File: src/rtl/core/owbm_pkg.sv
// ----------------------------------------------------------------------------
// owbm_pkg: shared types and constants for the single-wire bus master
// Phase and command codes, configuration register map and reset values.
// ----------------------------------------------------------------------------
package owbm_pkg;

   localparam int CFG_WIDTH   = 10;
   localparam int NUM_CFG     = 8;
   localparam int CSR_IDX_W   = 4;

   typedef logic [1:0]           mode_type;
   typedef logic [7:0]           byte_type;
   typedef logic [CFG_WIDTH-1:0] cfg_word_type;
   typedef logic [CSR_IDX_W-1:0] csr_index_type;
   typedef cfg_word_type [NUM_CFG-1:0] cfg_array_type;

   // command codes carried in mode
   localparam mode_type OP_NONE  = 2'd0;
   localparam mode_type OP_RESET = 2'd1;
   localparam mode_type OP_WRITE = 2'd2;
   localparam mode_type OP_READ  = 2'd3;

   // sequencer phases
   localparam logic [1:0] PH_IDLE = 2'd0;
   localparam logic [1:0] PH_LOW  = 2'd1;
   localparam logic [1:0] PH_WAIT = 2'd2;
   localparam logic [1:0] PH_TAIL = 2'd3;

   // register map
   localparam int REG_RESET_LOW     = 0;
   localparam int REG_PRESENCE_WAIT = 1;
   localparam int REG_RESET_TAIL    = 2;
   localparam int REG_SLOT_LOW      = 3;
   localparam int REG_READ_SAMPLE   = 4;
   localparam int REG_READ_TAIL     = 5;
   localparam int REG_WRITE_HOLD    = 6;
   localparam int REG_WRITE_RECOVER = 7;

   localparam cfg_array_type CFG_RESET_VALS = {
      10'd1,   // write recovery
      10'd58,  // write hold
      10'd49,  // read tail
      10'd10,  // read sample
      10'd2,   // slot low
      10'd380, // reset tail
      10'd100, // presence wait
      10'd480  // reset low
   };

endpackage

File: src/rtl/core/one_wire_bus_master_core.sv
// ----------------------------------------------------------------------------
// one_wire_bus_master_core: single-wire bus master sequencer
//
// Every req beat is one timing tick: it carries the sampled bus level and an
// optional command (reset/presence, write byte, read byte). Commands are
// taken only while idle; while busy the command field is ignored. Each
// req beat yields exactly one rsp beat with the pin drive, busy, a one-tick
// done pulse, the last presence result and the last received byte.
// The rsp beat is registered and is presented in the cycle after the
// req beat. Throughput is one tick per cycle; the whole tick update is a
// single pass of logic from the state registers to the result register.
// When the receiver stalls, the result register holds and req_ready drops
// until the pending beat is taken; it is high again in the cycle the rsp
// beat leaves, so a tick can enter in every cycle.
// Slot timings live in eight csr registers (10 bits each), written through
// csr_write_en / csr_index / csr_wdata; indexes beyond seven are dropped.
// Synchronous reset puts the sequencer in idle, clears presence and the
// received byte, empties the result register and restores the timing
// registers to their defaults.
// ----------------------------------------------------------------------------
module one_wire_bus_master_core #(
   parameter int COUNT_WIDTH = 10
) (
   input  logic                   clock,
   input  logic                   reset,
   // tick channel
   input  logic                   req_valid,
   output logic                   req_ready,
   input  owbm_pkg::mode_type     req_mode,
   input  owbm_pkg::byte_type     req_tx_byte,
   input  logic                   req_pin_level,
   // result channel
   output logic                   rsp_valid,
   input  logic                   rsp_ready,
   output logic                   rsp_drive_enable,
   output logic                   rsp_drive_level,
   output logic                   rsp_busy_res,
   output logic                   rsp_done_res,
   output logic                   rsp_presence,
   output owbm_pkg::byte_type     rsp_rx_byte,
   // configuration
   input  logic                   csr_write_en,
   input  owbm_pkg::csr_index_type csr_index,
   input  owbm_pkg::cfg_word_type csr_wdata
);
   import owbm_pkg::*;

   localparam int LEN_W = (COUNT_WIDTH > CFG_WIDTH) ? COUNT_WIDTH : CFG_WIDTH;
   localparam logic [LEN_W-1:0] MAX_COUNT = LEN_W'((64'd1 << COUNT_WIDTH) - 64'd1);

   typedef logic [COUNT_WIDTH-1:0] count_type;
   typedef logic [LEN_W-1:0]       len_type;

   // saturate a register value to the counter range, with an optional floor of one
   function automatic len_type clamp_len(input cfg_word_type v, input logic min_one);
      len_type x;
      x = LEN_W'(v);
      if (min_one && (x == '0)) begin
         x = LEN_W'(1);
      end
      if (x > MAX_COUNT) begin
         x = MAX_COUNT;
      end
      return x;
   endfunction

   function automatic len_type phase_len(input logic [1:0] ph, input mode_type op,
                                         input cfg_array_type c);
      len_type l;
      l = '0;
      unique case (ph)
         PH_LOW: begin
            l = clamp_len((op == OP_RESET) ? c[REG_RESET_LOW] : c[REG_SLOT_LOW], 1'b1);
         end
         PH_WAIT: begin
            if (op == OP_RESET) begin
               l = clamp_len(c[REG_PRESENCE_WAIT], 1'b1);
            end else if (op == OP_READ) begin
               l = clamp_len(c[REG_READ_SAMPLE], 1'b1);
            end else begin
               l = clamp_len(c[REG_WRITE_HOLD], 1'b1);
            end
         end
         PH_TAIL: begin
            if (op == OP_RESET) begin
               l = clamp_len(c[REG_RESET_TAIL], 1'b0);
            end else if (op == OP_READ) begin
               l = clamp_len(c[REG_READ_TAIL], 1'b0);
            end else begin
               l = clamp_len(c[REG_WRITE_RECOVER], 1'b0);
            end
         end
         default: l = '0;
      endcase
      return l;
   endfunction

   // configuration registers
   cfg_array_type cfg_ff;

   // sequencer state
   logic [1:0] phase_ff, phase_in;
   mode_type   op_ff, op_in;
   count_type  tick_ff, tick_in;
   logic [2:0] bit_ff, bit_in;
   byte_type   shift_ff, shift_in;
   logic       pres_ff, pres_in;
   byte_type   rxb_ff, rxb_in;
   logic       done_in;

   // result register
   logic       rsp_valid_ff;
   logic       drv_en_ff, drv_en_in;
   logic       drv_lvl_ff, drv_lvl_in;
   logic       busy_ff, done_ff;

   logic       req_fire;
   len_type    cur_len;

   assign req_ready = !rsp_valid_ff || rsp_ready;
   assign req_fire  = req_valid && req_ready;

   always_ff @(posedge clock) begin
      if (reset) begin
         cfg_ff <= CFG_RESET_VALS;
      end else if (csr_write_en && (csr_index < CSR_IDX_W'(NUM_CFG))) begin
         cfg_ff[csr_index[2:0]] <= csr_wdata;
      end
   end

   // one tick: count, then leave at most two phases (wait, then a zero tail)
   always_comb begin
      phase_in = phase_ff;
      op_in    = op_ff;
      tick_in  = tick_ff;
      bit_in   = bit_ff;
      shift_in = shift_ff;
      pres_in  = pres_ff;
      rxb_in   = rxb_ff;
      done_in  = 1'b0;
      cur_len  = '0;
      if (phase_ff == PH_IDLE) begin
         if (req_mode != OP_NONE) begin
            op_in    = req_mode;
            phase_in = PH_LOW;
            tick_in  = '0;
            bit_in   = '0;
            shift_in = (req_mode == OP_WRITE) ? req_tx_byte : '0;
         end
      end else begin
         tick_in = tick_ff + COUNT_WIDTH'(1);
         for (int k = 0; k < 3; k++) begin
            cur_len = phase_len(phase_in, op_in, cfg_ff);
            if ((phase_in != PH_IDLE) && (LEN_W'(tick_in) >= cur_len)) begin
               case (phase_in)
                  PH_LOW: begin
                     phase_in = PH_WAIT;
                     tick_in  = '0;
                  end
                  PH_WAIT: begin
                     if (op_in == OP_RESET) begin
                        pres_in = !req_pin_level;
                     end else if (op_in == OP_READ) begin
                        shift_in = {req_pin_level, shift_in[7:1]};
                     end else begin
                        shift_in = {1'b0, shift_in[7:1]};
                     end
                     phase_in = PH_TAIL;
                     tick_in  = '0;
                  end
                  PH_TAIL: begin
                     if ((op_in == OP_RESET) || (bit_in == 3'd7)) begin
                        if (op_in == OP_READ) begin
                           rxb_in = shift_in;
                        end
                        phase_in = PH_IDLE;
                        done_in  = 1'b1;
                     end else begin
                        bit_in   = bit_in + 3'd1;
                        phase_in = PH_LOW;
                        tick_in  = '0;
                     end
                  end
                  default: ;
               endcase
            end
         end
      end
      drv_en_in  = (phase_in == PH_LOW) || ((phase_in == PH_WAIT) && (op_in == OP_WRITE));
      drv_lvl_in = (phase_in == PH_WAIT) && (op_in == OP_WRITE) && shift_in[0];
   end

   always_ff @(posedge clock) begin
      if (reset) begin
         phase_ff <= PH_IDLE;
         op_ff    <= OP_NONE;
         tick_ff  <= '0;
         bit_ff   <= '0;
         shift_ff <= '0;
         pres_ff  <= 1'b0;
         rxb_ff   <= '0;
      end else if (req_fire) begin
         phase_ff <= phase_in;
         op_ff    <= op_in;
         tick_ff  <= tick_in;
         bit_ff   <= bit_in;
         shift_ff <= shift_in;
         pres_ff  <= pres_in;
         rxb_ff   <= rxb_in;
      end
   end

   always_ff @(posedge clock) begin
      if (reset) begin
         rsp_valid_ff <= 1'b0;
      end else if (req_fire) begin
         rsp_valid_ff <= 1'b1;
      end else if (rsp_ready) begin
         rsp_valid_ff <= 1'b0;
      end
   end

   always_ff @(posedge clock) begin
      if (req_fire) begin
         drv_en_ff  <= drv_en_in;
         drv_lvl_ff <= drv_lvl_in;
         busy_ff    <= (phase_in != PH_IDLE);
         done_ff    <= done_in;
      end
   end

   assign rsp_valid        = rsp_valid_ff;
   assign rsp_drive_enable = drv_en_ff;
   assign rsp_drive_level  = drv_lvl_ff;
   assign rsp_busy_res     = busy_ff;
   assign rsp_done_res     = done_ff;
   assign rsp_presence     = pres_ff;
   assign rsp_rx_byte      = rxb_ff;

   // done beat never reports busy
   a_done_not_busy: assert property (@(posedge clock) disable iff (reset)
      (rsp_valid && rsp_done_res) |-> !rsp_busy_res)
      else $error("done beat reports busy");

   // a high level is only ever driven
   a_level_driven: assert property (@(posedge clock) disable iff (reset)
      (rsp_valid && rsp_drive_level) |-> rsp_drive_enable)
      else $error("drive level without enable");

   // a plain tick while idle leaves the sequencer idle
   a_idle_stays: assert property (@(posedge clock) disable iff (reset)
      (req_fire && (phase_ff == PH_IDLE) && (req_mode == OP_NONE))
         |=> (phase_ff == PH_IDLE) && rsp_valid && !rsp_busy_res && !rsp_done_res)
      else $error("idle tick started an operation");

   // a tick taken while busy reports busy or done
   a_busy_tick: assert property (@(posedge clock) disable iff (reset)
      (req_fire && (phase_ff != PH_IDLE)) |=> (rsp_valid && (rsp_busy_res || rsp_done_res)))
      else $error("busy tick lost its status");

endmodule
File: config.mk
export PLATFORM = sky130hd
export DESIGN_NAME = one_wire_bus_master_core
export DESIGN_NICKNAME = d
export VERILOG_FILES = /design/src/rtl/core/owbm_pkg.sv /design/src/rtl/core/one_wire_bus_master_core.sv
export SDC_FILE = /design/constraint.sdc
export NUM_CORES = 1
export LEC_CHECK = 0
export BUFFER_PORTS_ARGS = -buffer_cell sky130_fd_sc_hd__buf_2
export CORE_MARGIN = 2
export CORE_UTILIZATION = 50
export CTS_CLUSTER_DIAMETER = 120
export DETAILED_ROUTE_END_ITERATION = 6
export MAX_ROUTING_LAYER = met4
export PLACE_DENSITY = 0.75
export SYNTH_ARGS = -nofsm -noshare
export SYNTH_HDL_FRONTEND = slang
export SYNTH_SLANG_ARGS = --single-unit
File: constraint.sdc
create_clock -name clock -period 9 [get_ports clock]
set_clock_uncertainty 0.1 [all_clocks]
set_input_delay 0.9 -clock clock [delete_from_list [all_inputs] [get_ports clock]]
set_output_delay 0.9 -clock clock [all_outputs]
set_load 0.01 [all_outputs]
==> impl_metrics.toml <==
[setup_path]
reg2reg_depth = 39
cpPeakStageDelay_ns = 0.58
required_ns = 9.17
r2r-start = "op_ff[0]"
start_kind = "flip-flop"
worst-endpoint-arrival_ns = 8.94
crit_path_max_fanout = 16
endpoint_kind = "flip-flop"
slowest_stage = "a222oi_1"
criticalPathCategory = "reg -> reg"
cp-startpoint = "op_ff[0]"
r2r_slack_ns = 0.23

[pwr]
ir_drop_v = 0.000145
power_w = 0.00150
power.leakage_nw = 3.65
pwr_density_cell_nw_per_um2 = 168

[timing]
slew_violations = 0
min_period_ns = 8.77
period_share_pct = 97.5
hold_viol_final = 0
final.setup.tns_ns = 0
setup_viol = 0
worstMarginPinSlew_ns = 1.22
slew_headroom_pct = 18.1
max_clock_freq_mhz = 114
setup_ws_ns = 0.227

[detailed_routing]
wl_per_cell_um = 18.6
wl_um = 22700
drc = 23
drt_iter0_markers = 928
num_vias = 7511
drt_pass1_iterations = 7
routed_via_density = 6.17
antenna_left = 0

[global_route]
antenna_found_initial = 0
grt_util_all_layers_pct = 28.4
grt_first_pass_wirelength_um = 35800
grt_pass1_vias = 6837
overflow = 0
grt_max_degree = 89

[synthesis]
synth-async-reset-ratio_pct = 0
synthMuxAreaShare_pct = 9.13
synth_xor_area_share_pct = 1.12
ys_seq_elements = 119
synth_top_family_by_area = "simple AND/OR/NAND/NOR gates"
synth_common_cells = "nor2_1, nand2_1, dfxtp_1, a21oi_1, mux2i_1"
netlist-cell-type-count = 70
syn_area_per_cell_sq_um = 7.85
synth_edf_count = 4
syn_area_sq_um = 7740
ys_top_cells_by_area = "dfxtp_1, ha_1, mux2i_1, nor2_1, nand2_1"
ys.flop_type = "dfxtp_1"
yosys_warnings = 0
synth_top_area_cell = "dfxtp_1"
seq_area_frac_synth_pct = 31.3
yosys.area_share.adder_pct = 7.92
yosys.area_share.simple_pct = 25.1
synth_top_area_share_pct = 29.7
yosysMostFrequentCell = "nor2_1"
synth_fp_nets = 1065
synth_cells = 986
synth_compound_area_share_pct = 20.8

[placement]
gp_congestion = 0.980
dp_hpwl_um = 16300
dp_slack_ns = -0.0273
placed_area_sq_um = 8210
port_buffers = 44

[finish]
final_nets = 1097
area_growth_pct = 15.5
antenna_cells = 0
final.fill_count = 1341
drive_gt1_share_pct = 17.8
final_area_sq_um = 8940

[min_path]
hp-class = "reg -> reg"
min_from = "cfg_ff[10]"
whs_path_depth = 2

[cts]
cts_buffers = 17
clockRootBuffer = "clkbuf_16"
holdBufCountCts = 0
cts.sink_count = 119
clk_pin_slew_worst_paths_ns = 0.06
clockBufferDepth = 2
cts_tree = "yes"
cts-htree-levels = 4
insertion_delay_ns = 0.43

[job]
maxCapViolations = 0

[die]
die_w_um = 128
core-area_sq_um = 15100
ios = 45
dieHeight_um = 128
floorplan.initialDensity_pct = 51.1
num_rows = 45
die_area_sq_um = 16500

[status]
violations = "design-rule violations"
status = "finished, violations left"
-- per-layer routing --
metal  track usage (%)  up-vias  wire [um]  share of wire, %
met5                 -        -          0                 0
met4              9.05        0        722               3.2
met3              7.61       52       1840               8.1
met2              43.0      320      10300                45
met1              37.0     3534       9820                43
li1                  -     3605          -                 -
-- state kept, by name (all words and copies together) (netlist names), 2 cells and up --
name         count
rsp_rx_byte      8
tick_ff         10
cfg_ff          80
bit_ff           3
op_ff            2
phase_ff         2
shift_ff         8
-- per-stage QoR --
step | instances | utilization (%) | hold slack (ns)
floorplan | 986 | - | 0.335
global placement | 1184 | 54.2 | 0.349
detailed placement | 1184 | 54.2 | 0.358
CTS | 1215 | 58.0 | 0.366
global route | 1218 | 59.0 | 0.392
finish | 1218 | 59.0 | 0.363
-- report_power, final --
| group | leakage (nW) | internal (W) | switching, W | total (W) |
|---|---|---|---|---|
| clock | 0.270 | 0.000388 | 0.000271 | 0.000659 |
| sequential | 0.971 | 0.000545 | 0.0000144 | 0.000559 |
| combinational | 2.41 | 0.000106 | 0.000174 | 0.000280 |
| total | 3.65 | 0.00104 | 0.000459 | 0.00150 |
-- worst max-delay path: cells and delay by family (launching register included) --
kind                     cells  cell delay (ns)
multiplexers                 1             0.11
AND/OR/NAND/NOR             12             2.51
AO/OA/AOI/OAI               16             3.60
buffers and inverters        6             0.87
flip-flops                   1             0.36
adder cells (fa/ha/maj)      4             1.04
-- what timing repair did --
item,4_1_cts,5_1_grt
setup buffers,0,3
endpoints found under the setup margin,19,35
resized for setup,3,34
pin swaps,0,11
-- path summary, 6_finish.rpt --
kind	endpoint
max	rsp_drive_level
min	cfg_ff[10]
max reg2reg	rsp_drive_level
min reg2reg	cfg_ff[10]
-- logic make-up after synthesis --
group / Yosys count
xor gates and xnor gates: 9
AOI/OAI and AO/OA: 225
and+or+nand+nor: 422
muxes: 69
DFF: 119
buffers and inverters: 93
adders and majority gates: 49
-- layout by cell type, fill, tap and decap left out, drive strengths merged, types with 8 or more instances in the layout --
master and n:
a21oi 80, and2 8, a222oi 29, nor2b 12
buf 75, dfxtp 115, a211o 16, or2 29
o21ai 23, nand2b 10, nand3 12, ha 49
nand3b 17, clkbuf 18, a211oi 13, nor2 151
and3 8, nand2 136, nor3 16, mux2i 62
inv 33, o22ai 8
-- final cells by class --
cell class | instances | area, sq um | share of cell area [%]
inverter | 31 | 121 | 1.36
tap | 188 | 235 | 2.63
timing repair buffer | 75 | 500 | 5.60
multi-input combinational | 774 | 5090 | 57.0
sequential | 119 | 2420 | 27.1
clock inverter | 13 | 126 | 1.41
clock buffer | 18 | 439 | 4.91
Note: power is estimated with default switching activity, not from simulation.
